**src/rtl/core/wse_pkg.sv**
```systemverilog
// shared types, constants and helpers for the ws2812 spi frame encoder
// no dependencies
package wse_pkg;

  // default frame limits, in bytes
  localparam int DEF_BUFFER_BYTES = 512;
  localparam int DEF_PAD_BYTES    = 256;

  // most words one frame may carry
  localparam int MAX_WORDS = 64;
  localparam int WCNT_W    = $clog2(MAX_WORDS + 1);

  // spi byte codes for one led bit
  localparam logic [7:0] CODE_ONE  = 8'hF0;
  localparam logic [7:0] CODE_ZERO = 8'hC0;

  // command queue between front and back
  localparam int QUEUE_DEPTH = 2;
  localparam int QPTR_W      = (QUEUE_DEPTH > 1) ? $clog2(QUEUE_DEPTH) : 1;
  localparam int QCNT_W      = $clog2(QUEUE_DEPTH + 1);

  // one classified show request
  typedef struct packed {
    logic              err;
    logic [7:0]        red;
    logic [7:0]        green;
    logic [7:0]        blue;
    logic [WCNT_W-1:0] payload_words;
    logic [WCNT_W-1:0] total;
  } cmd_t;

  // one color byte to eight spi bytes, msb first in the top byte
  function automatic logic [63:0] expand_byte(input logic [7:0] level);
    logic [63:0] word;
    word = '0;
    for (int i = 0; i < 8; i++) begin
      word[8*i +: 8] = level[i] ? CODE_ONE : CODE_ZERO;
    end
    return word;
  endfunction

endpackage

```
**src/rtl/core/wse_front.sv**
```systemverilog
// front end: checks a show request and works out its frame length
// depends on wse_pkg
module wse_front import wse_pkg::*; #(
  parameter int BUFFER_BYTES = DEF_BUFFER_BYTES,
  parameter int PAD_BYTES    = DEF_PAD_BYTES
) (
  input  logic [7:0] red_level,
  input  logic [7:0] green_level,
  input  logic [7:0] blue_level,
  input  logic [7:0] pixel_count,
  output cmd_t       cmd
);

  localparam int                PAD_RAW   = (PAD_BYTES + 7) / 8;
  localparam int                PAD_CAP   = (PAD_RAW > MAX_WORDS) ? MAX_WORDS : PAD_RAW;
  localparam logic [WCNT_W-1:0] PAD_WORDS = WCNT_W'(PAD_CAP);
  localparam logic [12:0]       BUF_LIM   = 13'(BUFFER_BYTES);
  localparam logic [9:0]        WORD_LIM  = 10'(MAX_WORDS);

  logic [12:0]       payload_bytes;
  logic [9:0]        payload_words;
  logic [WCNT_W-1:0] words_short;
  logic              err;

  // count * 24 and count * 3 by shift and add
  assign payload_bytes = {1'b0, pixel_count, 4'b0} + {2'b0, pixel_count, 3'b0};
  assign payload_words = {2'b0, pixel_count} + {1'b0, pixel_count, 1'b0};
  assign words_short   = payload_words[WCNT_W-1:0];

  assign err = (pixel_count == 8'd0) || (payload_bytes > BUF_LIM) ||
               (payload_words > WORD_LIM);

  always_comb begin
    cmd.err   = err;
    cmd.red   = red_level;
    cmd.green = green_level;
    cmd.blue  = blue_level;
    if (err) begin
      cmd.payload_words = '0;
      cmd.total         = WCNT_W'(1);
    end else begin
      cmd.payload_words = words_short;
      cmd.total         = (words_short > PAD_WORDS) ? words_short : PAD_WORDS;
    end
  end

endmodule

```
**src/rtl/core/wse_queue.sv**
```systemverilog
// short command queue between the front and back ends
// depends on wse_pkg
module wse_queue import wse_pkg::*; (
  input  logic clk,
  input  logic rst,
  input  logic push,
  input  cmd_t push_data,
  output logic full,
  input  logic pop,
  output logic not_empty,
  output cmd_t pop_data
);

  cmd_t              slots [QUEUE_DEPTH];
  logic [QPTR_W-1:0] wr_ptr;
  logic [QPTR_W-1:0] rd_ptr;
  logic [QCNT_W-1:0] count;

  localparam logic [QPTR_W-1:0] LAST_SLOT = QPTR_W'(QUEUE_DEPTH - 1);
  localparam logic [QCNT_W-1:0] FULL_CNT  = QCNT_W'(QUEUE_DEPTH);

  assign full      = (count == FULL_CNT);
  assign not_empty = (count != '0);
  assign pop_data  = slots[rd_ptr];

  always_ff @(posedge clk) begin
    if (push) begin
      slots[wr_ptr] <= push_data;
    end
  end

  always_ff @(posedge clk) begin
    if (rst) begin
      wr_ptr <= '0;
      rd_ptr <= '0;
      count  <= '0;
    end else begin
      if (push) begin
        wr_ptr <= (wr_ptr == LAST_SLOT) ? '0 : wr_ptr + QPTR_W'(1);
      end
      if (pop) begin
        rd_ptr <= (rd_ptr == LAST_SLOT) ? '0 : rd_ptr + QPTR_W'(1);
      end
      if (push && !pop) begin
        count <= count + QCNT_W'(1);
      end else if (pop && !push) begin
        count <= count - QCNT_W'(1);
      end
    end
  end

endmodule

```
**src/rtl/core/wse_back.sv**
```systemverilog
// back end: walks one frame word by word into the output register
// depends on wse_pkg
module wse_back import wse_pkg::*; (
  input  logic        clk,
  input  logic        rst,
  input  logic        q_valid,
  input  cmd_t        q_data,
  output logic        q_pop,
  output logic        m_tvalid,
  input  logic        m_tready,
  output logic [63:0] m_tdata,
  output logic        m_tuser,
  output logic        m_tlast
);

  localparam logic [1:0] PH_GREEN = 2'd0;
  localparam logic [1:0] PH_RED   = 2'd1;
  localparam logic [1:0] PH_BLUE  = 2'd2;

  cmd_t              cur;
  logic              busy;
  logic [WCNT_W-1:0] k;
  logic [1:0]        phase;
  logic              emit;
  logic              emit_last;
  logic [7:0]        level;
  logic [63:0]       word;

  assign emit      = busy && (!m_tvalid || m_tready);
  assign emit_last = emit && (k == cur.total - WCNT_W'(1));
  assign q_pop     = q_valid && (!busy || emit_last);

  always_comb begin
    case (phase)
      PH_GREEN: level = cur.green;
      PH_RED:   level = cur.red;
      PH_BLUE:  level = cur.blue;
      default:  level = cur.green;
    endcase
    word = (k < cur.payload_words) ? expand_byte(level) : 64'd0;
  end

  always_ff @(posedge clk) begin
    if (q_pop) begin
      cur <= q_data;
    end
    if (emit) begin
      m_tdata <= word;
      m_tuser <= cur.err;
      m_tlast <= (k == cur.total - WCNT_W'(1));
    end
  end

  always_ff @(posedge clk) begin
    if (rst) begin
      busy     <= 1'b0;
      k        <= '0;
      phase    <= PH_GREEN;
      m_tvalid <= 1'b0;
    end else begin
      if (q_pop) begin
        busy  <= 1'b1;
        k     <= '0;
        phase <= PH_GREEN;
      end else if (emit_last) begin
        busy <= 1'b0;
      end else if (emit) begin
        k     <= k + WCNT_W'(1);
        phase <= (phase == PH_BLUE) ? PH_GREEN : phase + 2'd1;
      end
      if (emit) begin
        m_tvalid <= 1'b1;
      end else if (m_tready) begin
        m_tvalid <= 1'b0;
      end
    end
  end

endmodule

```
**src/rtl/core/ws2812_spi_frame_encoder_core.sv**
```systemverilog
// top level of the ws2812 spi frame encoder
// depends on wse_pkg, wse_front, wse_queue and wse_back
//
// usage:
//  - the slave channel takes one show request per item: one red, green and
//    blue level used for every pixel and a pixel count
//  - the master channel returns the frame as 64-bit words, one color byte
//    expanded to eight spi bytes per word, pixels in green, red, blue order,
//    then zero words up to the pad length; tlast marks the final word
//  - a pixel count of zero or a payload over the buffer or the word limit
//    gives one word of zero with tuser set and tlast set
// timing:
//  - when the queue is empty, a request passes the queue slot and the back
//    end's command register before its first word shows on the master side
//  - a frame is max(3 * pixel_count, pad words) words long, one word for an
//    error; the back end's word counter emits one word per cycle unless stalled
//  - a two entry command queue lets the slave side accept up to two more
//    requests while a frame is being sent
// reset and stall:
//  - rst clears the queue, the word counter and the output valid
//  - while tready is low the output word holds and the word counter waits;
//    the slave side stalls once the queue is full
module ws2812_spi_frame_encoder_core import wse_pkg::*; #(
  parameter int BUFFER_BYTES = DEF_BUFFER_BYTES,
  parameter int PAD_BYTES    = DEF_PAD_BYTES
) (
  input  logic        clk,
  input  logic        rst,
  // request channel
  input  logic        s_tvalid,
  output logic        s_tready,
  input  logic [31:0] s_tdata,   // red_level, green_level, blue_level, pixel_count
  // word channel
  output logic        m_tvalid,
  input  logic        m_tready,
  output logic [63:0] m_tdata,   // spi_word
  output logic        m_tuser,   // status
  output logic        m_tlast    // last_word
);

  cmd_t front_cmd;
  cmd_t q_data;
  logic q_full;
  logic q_valid;
  logic q_pop;
  logic push;

  // request is classified combinationally and lands in the queue
  wse_front #(
    .BUFFER_BYTES(BUFFER_BYTES),
    .PAD_BYTES   (PAD_BYTES)
  ) u_front (
    .red_level  (s_tdata[7:0]),
    .green_level(s_tdata[15:8]),
    .blue_level (s_tdata[23:16]),
    .pixel_count(s_tdata[31:24]),
    .cmd        (front_cmd)
  );

  assign s_tready = !q_full;
  assign push     = s_tvalid && s_tready;

  wse_queue u_queue (
    .clk      (clk),
    .rst      (rst),
    .push     (push),
    .push_data(front_cmd),
    .full     (q_full),
    .pop      (q_pop),
    .not_empty(q_valid),
    .pop_data (q_data)
  );

  // back end runs one frame at a time into the output register
  wse_back u_back (
    .clk     (clk),
    .rst     (rst),
    .q_valid (q_valid),
    .q_data  (q_data),
    .q_pop   (q_pop),
    .m_tvalid(m_tvalid),
    .m_tready(m_tready),
    .m_tdata (m_tdata),
    .m_tuser (m_tuser),
    .m_tlast (m_tlast)
  );

endmodule

```
**config.mk**
```make
export PLATFORM = sky130hd
export DESIGN_NAME = ws2812_spi_frame_encoder_core
export DESIGN_NICKNAME = d
export VERILOG_FILES = /design/src/rtl/core/wse_pkg.sv /design/src/rtl/core/wse_front.sv /design/src/rtl/core/wse_queue.sv /design/src/rtl/core/wse_back.sv /design/src/rtl/core/ws2812_spi_frame_encoder_core.sv
export SDC_FILE = /design/constraint.sdc
export NUM_CORES = 1
export LEC_CHECK = 0
export BUFFER_PORTS_ARGS = -buffer_cell sky130_fd_sc_hd__buf_4
export CAP_MARGIN = 20
export CORE_ASPECT_RATIO = 0.5
export CORE_MARGIN = 3
export CORE_UTILIZATION = 49
export DETAILED_ROUTE_END_ITERATION = 12
export GPL_ROUTABILITY_DRIVEN = 0
export HOLD_SLACK_MARGIN = 0.08
export PLACE_DENSITY = 0.75
export SYNTH_ARGS = -nofsm -noshare
export SYNTH_HDL_FRONTEND = slang
export SYNTH_SLANG_ARGS = --single-unit
```
**constraint.sdc**
```tcl
create_clock -name clk -period 3.25 [get_ports clk]
set_input_delay 0.4875 -clock clk [delete_from_list [all_inputs] [get_ports clk]]
set_output_delay 0.4875 -clock clk [all_outputs]
set_load 0.02 [all_outputs]
```
==> results of run 1 <==
layout by cell type, fill, tap and decap left out, types with 5 or more instances in the layout:
| master | n |
|---|---|
| clkbuf_16 | 17 |
| nor3_1 | 5 |
| a211oi_1 | 9 |
| ha_1 | 26 |
| mux2_2 | 39 |
| o21ai_0 | 6 |
| edfxtp_1 | 128 |
| nand4_1 | 6 |
| nand2_1 | 10 |
| a21o_1 | 6 |
| conb_1 | 32 |
| inv_1 | 26 |
| dfxtp_1 | 15 |
| a22oi_1 | 8 |
| xnor2_1 | 10 |
| buf_4 | 76 |
| a21oi_1 | 13 |
| clkbuf_1 | 6 |
| xor2_1 | 10 |
| nand2b_1 | 9 |
| nor2_1 | 32 |
state kept, by name (all words and copies together), names as in the netlist:
name	count
u_queue.slots	78
u_back.m_tvalid	1
u_back.busy	1
u_back.m_tuser	1
u_back.m_tdata	9
u_back.cur	39
u_back.phase	2
u_back.k	7
u_queue.wr_ptr	1
u_queue.count	2
u_back.m_tlast	1
u_queue.rd_ptr	1
final timing paths:
kind | startpoint | end | slack, ns | cells after the start
max | u_back.cur[0] | u_queue.count[1] | 0.39 | 11
min | s_tdata[3] | u_queue.slots[1][33] | 0.26 | 1
max reg2reg | u_back.cur[0] | u_queue.count[1] | 0.39 | 11
min reg2reg | u_back.cur[38] | u_back.m_tuser | 0.41 | 0
synth_stat cells (all sizes together), types with 3 or more instances:
cell,instances
nor2b,4
dfxtp,15
xor2,10
nand4,6
nand2b,9
a21oi,13
buf,63
a21o,6
inv,26
o21bai,3
edfxtp,128
and2,4
nor2,33
nand2,10
xnor2,10
a22oi,8
nor3,6
ha,26
clkbuf,3
o21ai,7
a211oi,10
mux2,39
cell families after synthesis:
group | count (synthesis) | synth area share (%)
flip-flops | 143 | 63.27
buffers and inverters | 92 | 8.653
AND/OR/NAND/NOR | 84 | 6.629
AO/OA/AOI/OAI | 59 | 6.246
multiplexers | 40 | 6.858
adder cells (fa/ha/maj) | 27 | 5.272
XOR/XNOR | 21 | 3.018
other | 1 | 0.05725
where the power goes:
group | total [mW] | internal [mW] | leakage (nW) | switching, mW
sequential | 2.89 | 2.65 | 1.32 | 0.238
combinational | 1.58 | 0.681 | 1.33 | 0.901
clock | 1.81 | 1.13 | 0.272 | 0.676
final cells by class:
cell class	count	area (µm²)
Multi-Input combinational cell	263	1976
Tap cell	170	212.7
Clock buffer	27	503.0
Inverter	26	97.59
Fill cell	997	5265
Clock inverter	5	56.30
Timing Repair Buffer	77	590.6
Sequential cell	143	4144
routing by layer:
layer	vias up	wire length, µm	share of wire (%)
met1	1681	4602	43
met4	0	144	1.3
met3	14	644	6.0
met2	112	5397	50
li1	1733	-	-
met5	-	0	0
worst max-delay path, cell delays in order, from the launching register on:
cell and delay (ns):
edfxtp_1 0.42, inv_1 0.07, ha_1 0.26, o21bai_1 0.18, a211o_1 0.29, a31o_1 0.19, a211oi_2 0.33, o2bb2ai_4 0.16
inv_1 0.06, ha_1 0.32, or3_1 0.35, a21oi_1 0.15
metrics by stage:
| stage | util (%) | area (µm²) | hold slack, ns |
|---|---|---|---|
| 6_report | 59.01 | 7580 | 0.2631 |
| 5_1_grt | 59.01 | 7580 | 0.2435 |
| 4_1_cts | 59.01 | 7580 | 0.2481 |
| 3_5_place_dp | 54.66 | 7020 | 0.4147 |
| 3_3_place_gp | 54.66 | 7020 | 0.4026 |
| 2_1_floorplan | - | 6679 | 0.4003 |
==> results.py, run 1 <==
metrics = {
    "status": {
        "outcome": "completed",
    },
    "worst_setup_path": {
        "critPathMaxFanout": 6,
        "worstSetupEndpointType": "flop",
        "path_class": "reg -> reg",
        "cp.required_ns": 3.59,
        "arrival_ns": 3.20,
        "crit_path_start_kind": "flop",
    },
    "yosys": {
        "yosys.cell_types.count": 51,
        "seq_area_frac_synth_pct": 63.27,
        "avgSynthCellArea_um2": 14.03,
        "synth_edf_count": 128,
        "synthCells": 467,
        "post-synth-top-area-fraction_pct": 58.68,
        "yosys.area.top_type": "edfxtp_1",
        "yosys_warnings": 0,
        "synth_flop_cell": "edfxtp_1",
        "syn_area_um2": 6550,
        "synth-seq-cells": 143,
        "synth.top_cells.by_area": "edfxtp_1, mux2_2, buf_4, ha_1, dfxtp_1",
        "synth-async-reset-ratio_pct": 0,
    },
    "detailed_routing": {
        "totalWireLength_um": 10790,
        "drt_first_pass_iters": 4,
        "vias": 3540,
        "drc": 0,
        "drtIter0Drc": 214,
        "via_per_inst": 4.979,
        "avgRoutedWirePerCell_um": 15.17,
        "ant_nets": 0,
    },
    "cells_and_area": {
        "instances_no_fill": 711,
        "area_delta_synth_final_pct": 15.72,
        "fin_nets": 591,
        "drive_gt1_share_pct": 27.17,
        "antenna_cells": 0,
    },
    "global_route": {
        "first_global_vias": 3533,
        "use_met1_pct": 18.49,
        "antenna_found_initial": 0,
        "grtUsageMet3_pct": 4.328,
        "grt_pass1_wl_um": 17300,
        "grt-busiest-layer": "met2",
        "grt-ovfl-total": 0,
        "grtUsageMet2_pct": 26.85,
        "grt_use_total_pct": 15.41,
        "grt_max_degree": 40,
    },
    "die": {
        "ios": 104,
        "core-area_um2": 12840,
        "rows": 29,
        "die-area_um2": 14870,
        "die_width_um": 169.5,
        "initial_core_util_pct": 50.99,
        "fp.dieH_um": 87.76,
    },
    "clock_network": {
        "cts.htree.levels": 4,
        "cts_buffers": 17,
        "clockRootBuffer": "clkbuf_16",
        "cts_resized": 0,
        "clk_pin_slew_ns": 0.06,
        "cts_tree": "done",
        "cts_num_sinks": 143,
        "worstSkewPairLatency_ns": 0.41,
        "ctsHoldBuffers": 0,
        "cts_buffer_depth": 2,
        "post_cts_buffers": 0,
    },
    "sta": {
        "maxSlewHeadroom_pct": 45.62,
        "post-route-min-period_ns": 2.857,
        "max_freq_mhz": 350.0,
        "layout_worst_path_cycle_share_pct": 87.91,
        "drv_slew": 0,
        "tightest_slew_ns": 0.8103,
        "skew_ns": 0.009642,
        "finalWorstSetupSlack_ns": 0.3930,
        "fin_setup_tns_ns": 0,
        "setup_viol": 0,
        "final-hold-violation-count": 0,
        "rsz0062_at_grt": "false",
    },
    "placed_design": {
        "dp_cells": 679,
        "hpwl_um": 7257,
        "place_ws_ns": 0.3861,
        "port_buffers": 71,
    },
    "pwr": {
        "power_mw": 6.281,
        "p_leak_nw": 2.917,
        "irDropWorstVdd_v": 0.0003846,
        "powerDensity_nw_per_um2": 828.6,
    },
    "min_path": {
        "hp-class": "in -> reg",
    },
    "run": {
        "maxCapViolCount": 0,
    },
}
Power figures use the tool's default switching activity.
==> run 2: changes to the inputs <==
==> constraint.sdc (replaced) <==
create_clock -name clk -period 2.31 [get_ports clk]
set_input_delay 0.3465 -clock clk [delete_from_list [all_inputs] [get_ports clk]]
set_output_delay 0.3465 -clock clk [all_outputs]
set_load 0.02 [all_outputs]
==> run 2 against run 1 <==
The run now ends with negative setup slack left. Wire length increased by 9.4%. Register-to-register slack got worse by 0.64 ns. Core utilization increased by 5.2 points. Sequential share of layout area decreased by 4.4 points. Global-route usage increased by 0.65 points. Clock skew increased by 0.0024 ns. Critical path depth increased by 1. Design area increased by 8.8%. Fmax increased by 12%. Worst hold slack got worse by 0.14 ns. Flip-flop and latch count unchanged. Via count increased by 7.9%. Critical path type unchanged. Critical endpoint unchanged. Largest cell class unchanged. Highest routed layer unchanged.
==> results.py, run 2 (synthesized netlist as in run 1, its figures left out) <==
metrics = {
    "sta": {
        "setup_viol": 40,
        "final-hold-violation-count": 0,
        "rsz0062_at_grt": "true",
        "finalWorstSetupSlack_ns": -0.2484,
        "post-route-min-period_ns": 2.558,
        "max_freq_mhz": 390.9,
        "maxSlewHeadroom_pct": 43.74,
        "drv_slew": 0,
        "whs_ns": 0.1197,
        "skew_ns": 0.01204,
        "tightest_slew_ns": 0.8383,
        "layout_worst_path_cycle_share_pct": 110.8,
    },
    "die": {
        "initial_core_util_pct": 50.99,
        "ios": 104,
        "die-area_um2": 14870,
        "core-area_um2": 12840,
        "rows": 29,
        "die_width_um": 169.5,
        "fp.dieH_um": 87.76,
    },
    "clock_network": {
        "cts_buffers": 17,
        "worstSkewPairLatency_ns": 0.41,
        "clk_pin_slew_ns": 0.06,
        "cts_buffer_depth": 2,
        "cts.htree.levels": 4,
        "clockRootBuffer": "clkbuf_16",
        "ctsHoldBuffers": 0,
        "cts_tree": "done",
        "cts_num_sinks": 143,
    },
    "cells_and_area": {
        "drive_gt1_share_pct": 38.25,
        "final_cell_mix": "edfxtp_1, buf_4, mux2_2, conb_1, nor2_1",
        "post-route-util_pct": 64.23,
        "largest_reg_flops": 78,
        "final_common_cell": "edfxtp_1",
        "area_delta_synth_final_pct": 25.96,
        "antenna_cells": 0,
        "top_regs": "u_queue.slots: 78 flops, u_back.cur: 39 flops, u_back.m_tdata: 9 flops",
        "fin_nets": 633,
        "largest-register": "u_queue.slots",
    },
    "pwr": {
        "clkPwrFrac_pct": 28.1,
        "p_leak_nw": 3.219,
        "switching_share_pct": 29.36,
        "comb_power_share_pct": 31.3,
        "switchingPower_mw": 2.883,
        "irDropWorstVdd_v": 0.0006297,
        "p_seq_share_pct": 40.6,
        "powerDensity_nw_per_um2": 1190,
        "internal_power_mw": 6.938,
    },
    "worst_setup_path": {
        "critPathMaxFanout": 4,
        "crit_path_start_kind": "flop",
        "reg2reg_setup_slack_ns": -0.25,
        "worstSetupEndpointType": "flop",
        "reg2reg_depth": 12,
        "arrival_ns": 2.90,
        "r2r_end": "u_queue.count[1]",
        "path_class": "reg -> reg",
        "r2r-start": "u_back.cur[1]",
        "cp.required_ns": 2.65,
    },
    "placed_design": {
        "hpwl_um": 7471,
        "port_buffers": 71,
    },
    "detailed_routing": {
        "via_per_inst": 5.070,
        "wl_met1_um": 5089,
        "vias": 3818,
        "ant_nets": 0,
        "met2WireLength_um": 6034,
        "drc": 0,
        "route.met3.wl_um": 535,
        "drtIter0Drc": 279,
        "drt_first_pass_iters": 4,
        "topRoutingLayerUsed": "met4",
        "totalWireLength_um": 11800,
        "avgRoutedWirePerCell_um": 15.67,
    },
    "global_route": {
        "grt_max_degree": 41,
        "grt_pass1_wl_um": 18370,
        "grt_use_total_pct": 16.06,
        "antenna_found_initial": 0,
        "grt-ovfl-total": 0,
        "first_global_vias": 3779,
    },
    "status": {
        "violations": "negative setup slack",
        "outcome": "complete, but fails checks",
    },
    "run": {
        "maxCapViolCount": 0,
    },
    "min_path": {
        "holdCritStartpoint": "s_tdata[17]",
        "hp-class": "in -> reg",
        "whs_path_depth": 1,
        "min_to": "u_queue.slots[0][15]",
    },
}
run 2: cell type report:
class | count | area [µm²]
fillers | 890 | 4594
flip-flops and latches | 143 | 4144
multi-input cells | 263 | 2153
repair buffers | 119 | 1036
clock buffers | 19 | 442.9
well taps | 170 | 212.7
clock inverters | 13 | 163.9
inverters | 26 | 97.59
run 2: worst max-delay path, stage by stage (launching register included):
cell and delay (ns):
edfxtp_1 0.36, inv_2 0.05, ha_4 0.17, o21bai_1 0.15, a211o_1 0.26, a31o_1 0.24, a211oi_4 0.28, o2bb2ai_4 0.17
inv_2 0.06, ha_4 0.16, xor2_2 0.14, or3_1 0.32, a21oi_1 0.13
run 2: layer usage:
layer	global-route usage, %	vias to the layer above
met5	0	-
met2	28.81	127
met3	4.644	17
met4	4.748	0
li1	-	1827
met1	19.21	1847
run 2: worst max path at each step:
stage,startpoint,cells after the start,to
floorplan,u_back.cur[0],12,u_queue.count[1]
global placement,s_tdata[24],11,u_queue.slots[0][9]
detailed placement,u_back.cur[1],12,u_queue.count[1]
CTS,u_back.cur[6],10,u_queue.count[1]
global route,u_back.cur[1],12,u_queue.count[1]
finish,u_back.cur[1],12,u_queue.count[1]
run 2: what timing repair did:
| item | CTS | global route |
|---|---|---|
| endpoints found under the setup margin | 34 | 50 |
| setup buffers | 3 | 7 |
| pin swaps | 4 | 10 |
| resized for setup | 16 | 25 |
| cloned | 1 | 2 |
run 2: per-stage QoR:
step / power [mW] / instances / cell area (µm²) / setup slack (ns) / TNS, ns
final: 9.821 / 753 / 8250 / -0.2484 / -3.324
after global routing: 10.29 / 753 / 8250 / -0.3047 / -5.715
after CTS: 9.576 / 745 / 8028 / -0.2053 / -1.418
after detailed placement: 6.548 / 709 / 7295 / -0.2232 / -7.037
after global placement: 6.453 / 709 / 7295 / -0.1320 / -3.632
after floorplan: 5.784 / 498 / 6743 / -0.5456 / -4.366
run 2: power groups by stage:
stage               Combinational (mW)  Clock [mW]  Sequential (mW)
floorplan                         1.71           0             4.07
global placement                  2.45           0             4.00
detailed placement                2.52           0             4.03
CTS                               2.80        2.79             3.98
global route                      3.34        2.91             4.05
finish                            3.08        2.76             3.99
==> run 3: changes to the inputs <==
--- a/config.mk
+++ b/config.mk
@@ -9,11 +9,11 @@
 export CAP_MARGIN = 20
 export CORE_ASPECT_RATIO = 0.5
 export CORE_MARGIN = 3
-export CORE_UTILIZATION = 49
+export CORE_UTILIZATION = 51
 export DETAILED_ROUTE_END_ITERATION = 12
 export GPL_ROUTABILITY_DRIVEN = 0
 export HOLD_SLACK_MARGIN = 0.08
-export PLACE_DENSITY = 0.75
+export PLACE_DENSITY = 0.78
 export SYNTH_ARGS = -nofsm -noshare
 export SYNTH_HDL_FRONTEND = slang
 export SYNTH_SLANG_ARGS = --single-unit
==> run 3 against run 2 <==
The run still ends with negative setup slack left. Wire length about the same. Design area down 2.1%. Critical path depth increased by 2. Sequential share of layout area grew 1.1 points. Largest cell class unchanged. Highest routed layer unchanged.
==> results.py, run 3 (synthesized netlist as in run 1, its figures left out) <==
metrics = {
    "status": {
        "outcome": "complete, but fails checks",
        "violations": "negative setup slack",
    },
    "pwr": {
        "powerDensity_nw_per_um2": 1168,
        "irDropWorstVdd_v": 0.0006696,
        "p_leak_nw": 3.142,
    },
    "die": {
        "die_width_um": 166.3,
        "die-area_um2": 14320,
        "fp.dieH_um": 86.14,
        "core-area_um2": 12160,
        "rows": 28,
        "ios": 104,
        "initial_core_util_pct": 53.88,
    },
    "placed_design": {
        "place_ws_ns": -0.2210,
        "hpwl_um": 7584,
        "placed_area_um2": 7317,
        "port_buffers": 71,
    },
    "sta": {
        "whs_ns": 0.1151,
        "post-route-min-period_ns": 2.496,
        "final-hold-violation-count": 0,
        "finalWorstSetupSlack_ns": -0.1860,
        "fin_setup_tns_ns": -5.725,
        "max_freq_mhz": 400.6,
        "skew_ns": 0.01231,
        "drv_slew": 0,
        "maxSlewHeadroom_pct": 62.96,
        "setup_viol": 51,
        "rsz0062_at_grt": "true",
        "tightest_slew_ns": 0.5556,
        "layout_worst_path_cycle_share_pct": 108.1,
    },
    "worst_setup_path": {
        "reg2reg_depth": 14,
        "crit_start": "u_back.cur[1]",
        "worstSetupEndpointType": "flop",
        "arrival_ns": 2.84,
        "worst-path-buf-inv": 4,
        "crit_path_start_kind": "flop",
        "crit_path_end": "u_queue.count[1]",
        "cp.depth": 14,
        "cp_top_family": "compound AO/OA/AOI/OAI gates",
        "slowest_delay_ns": 0.39,
        "r2r_end": "u_queue.count[1]",
        "cp.required_ns": 2.65,
        "critical_path.cell_chain": "inv_2, ha_4, buf_4, nand3b_1, a21oi_1, a311oi_2, buf_4, a211oi_4, o2bb2ai_4, inv_2, ha_4, xor2_2, or3_1, a21oi_1",
        "cpMaxStageDelayCell": "edfxtp_1",
        "r2r-start": "u_back.cur[1]",
        "reg2reg_setup_slack_ns": -0.19,
        "critPathMaxFanout": 5,
        "path_class": "reg -> reg",
    },
    "clock_network": {
        "cts_buffer_depth": 2,
        "ctsHoldBuffers": 0,
        "cts_num_sinks": 143,
        "worstSkewPairLatency_ns": 0.42,
        "clockRootBuffer": "clkbuf_16",
        "cts_tree": "done",
        "cts.htree.levels": 4,
        "clk_pin_slew_ns": 0.06,
        "cts_buffers": 17,
    },
    "global_route": {
        "grt_use_total_pct": 16.31,
        "grt_pass1_wl_um": 17820,
        "grt-ovfl-total": 0,
        "first_global_vias": 3656,
        "grt_max_degree": 40,
        "antenna_found_initial": 0,
    },
    "run": {
        "maxCapViolCount": 0,
    },
    "detailed_routing": {
        "via_per_inst": 5.109,
        "drc": 0,
        "drt_first_pass_iters": 5,
        "drtIter0Drc": 144,
        "avgRoutedWirePerCell_um": 15.90,
        "ant_nets": 0,
        "vias": 3791,
        "totalWireLength_um": 11800,
    },
    "cells_and_area": {
        "drive_gt1_share_pct": 36.22,
        "final_common_cell": "edfxtp_1",
        "fin_nets": 628,
        "area_delta_synth_final_pct": 23.29,
        "fill_cells": 836,
        "largest_reg_flops": 78,
        "largest-register": "u_queue.slots",
        "final_cell_mix": "edfxtp_1, buf_4, mux2_2, conb_1, nor2_1",
        "antenna_cells": 0,
        "final_area_um2": 8075,
        "top_regs": "u_queue.slots: 78 flops, u_back.cur: 39 flops, u_back.m_tdata: 9 flops",
    },
    "min_path": {
        "hp-class": "in -> reg",
        "holdCritStartpoint": "s_tdata[10]",
    },
}
## run 3: cell type report
class | instances | area (µm²) | share of cell area [%]
clock inverter | 13 | 75.07 | 0.9297
inverter | 26 | 97.59 | 1.209
multi-input combinational | 263 | 2096 | 25.95
clock buffer | 18 | 429.2 | 5.315
timing repair buffer | 114 | 1027 | 12.72
tap | 165 | 206.4 | 2.557
sequential | 143 | 4144 | 51.32
## run 3: where the power goes
group / switching (mW) / internal, mW
Sequential: 0.260 / 3.73
Combinational: 1.57 / 1.52
Clock: 1.01 / 1.34
Total: 2.84 / 6.59
## run 3: metrics by stage
stage	cells	power, mW	util (%)
after floorplan	498	5.784	-
after global placement	701	6.493	60.19
after detailed placement	701	6.590	60.19
after CTS	733	9.064	64.81
after global routing	742	9.883	66.43
final	742	9.432	66.43
## run 3: repair_timing
action                                  in CTS  in global routing
pin swaps                                    3                  0
buffers inserted                             0                  6
cloned                                       1                  3
endpoints found under the setup margin      26                 52
gates resized for setup                      6                 16
## run 3: worst min path at each step
stage / depth (start not counted) / endpoint
floorplan: 0 / u_back.m_tuser
global placement: 0 / u_back.m_tuser
detailed placement: 0 / u_back.m_tuser
CTS: 1 / u_queue.slots[0][34]
global route: 1 / u_queue.slots[0][20]
finish: 1 / u_queue.slots[1][24]
## run 3: worst register-to-register path: stages, from the launching register on
cell       delay, ns
edfxtp_1        0.39
inv_2           0.09
ha_4            0.16
buf_4           0.13
nand3b_1        0.07
a21oi_1         0.21
a311oi_2        0.07
buf_4           0.17
a211oi_4        0.21
o2bb2ai_4       0.15
inv_2           0.05
ha_4            0.15
xor2_2          0.14
or3_1           0.30
a21oi_1         0.12
## run 3: routing by layer
metal / share of wire, % / GRT usage [%] / up-vias
met4: 1.6 / 5.913 / 0
met5: 0 / 0 / -
met1: 42 / 18.25 / 1844
li1: - / - / 1808
met2: 50 / 29.45 / 120
met3: 5.6 / 5.709 / 19
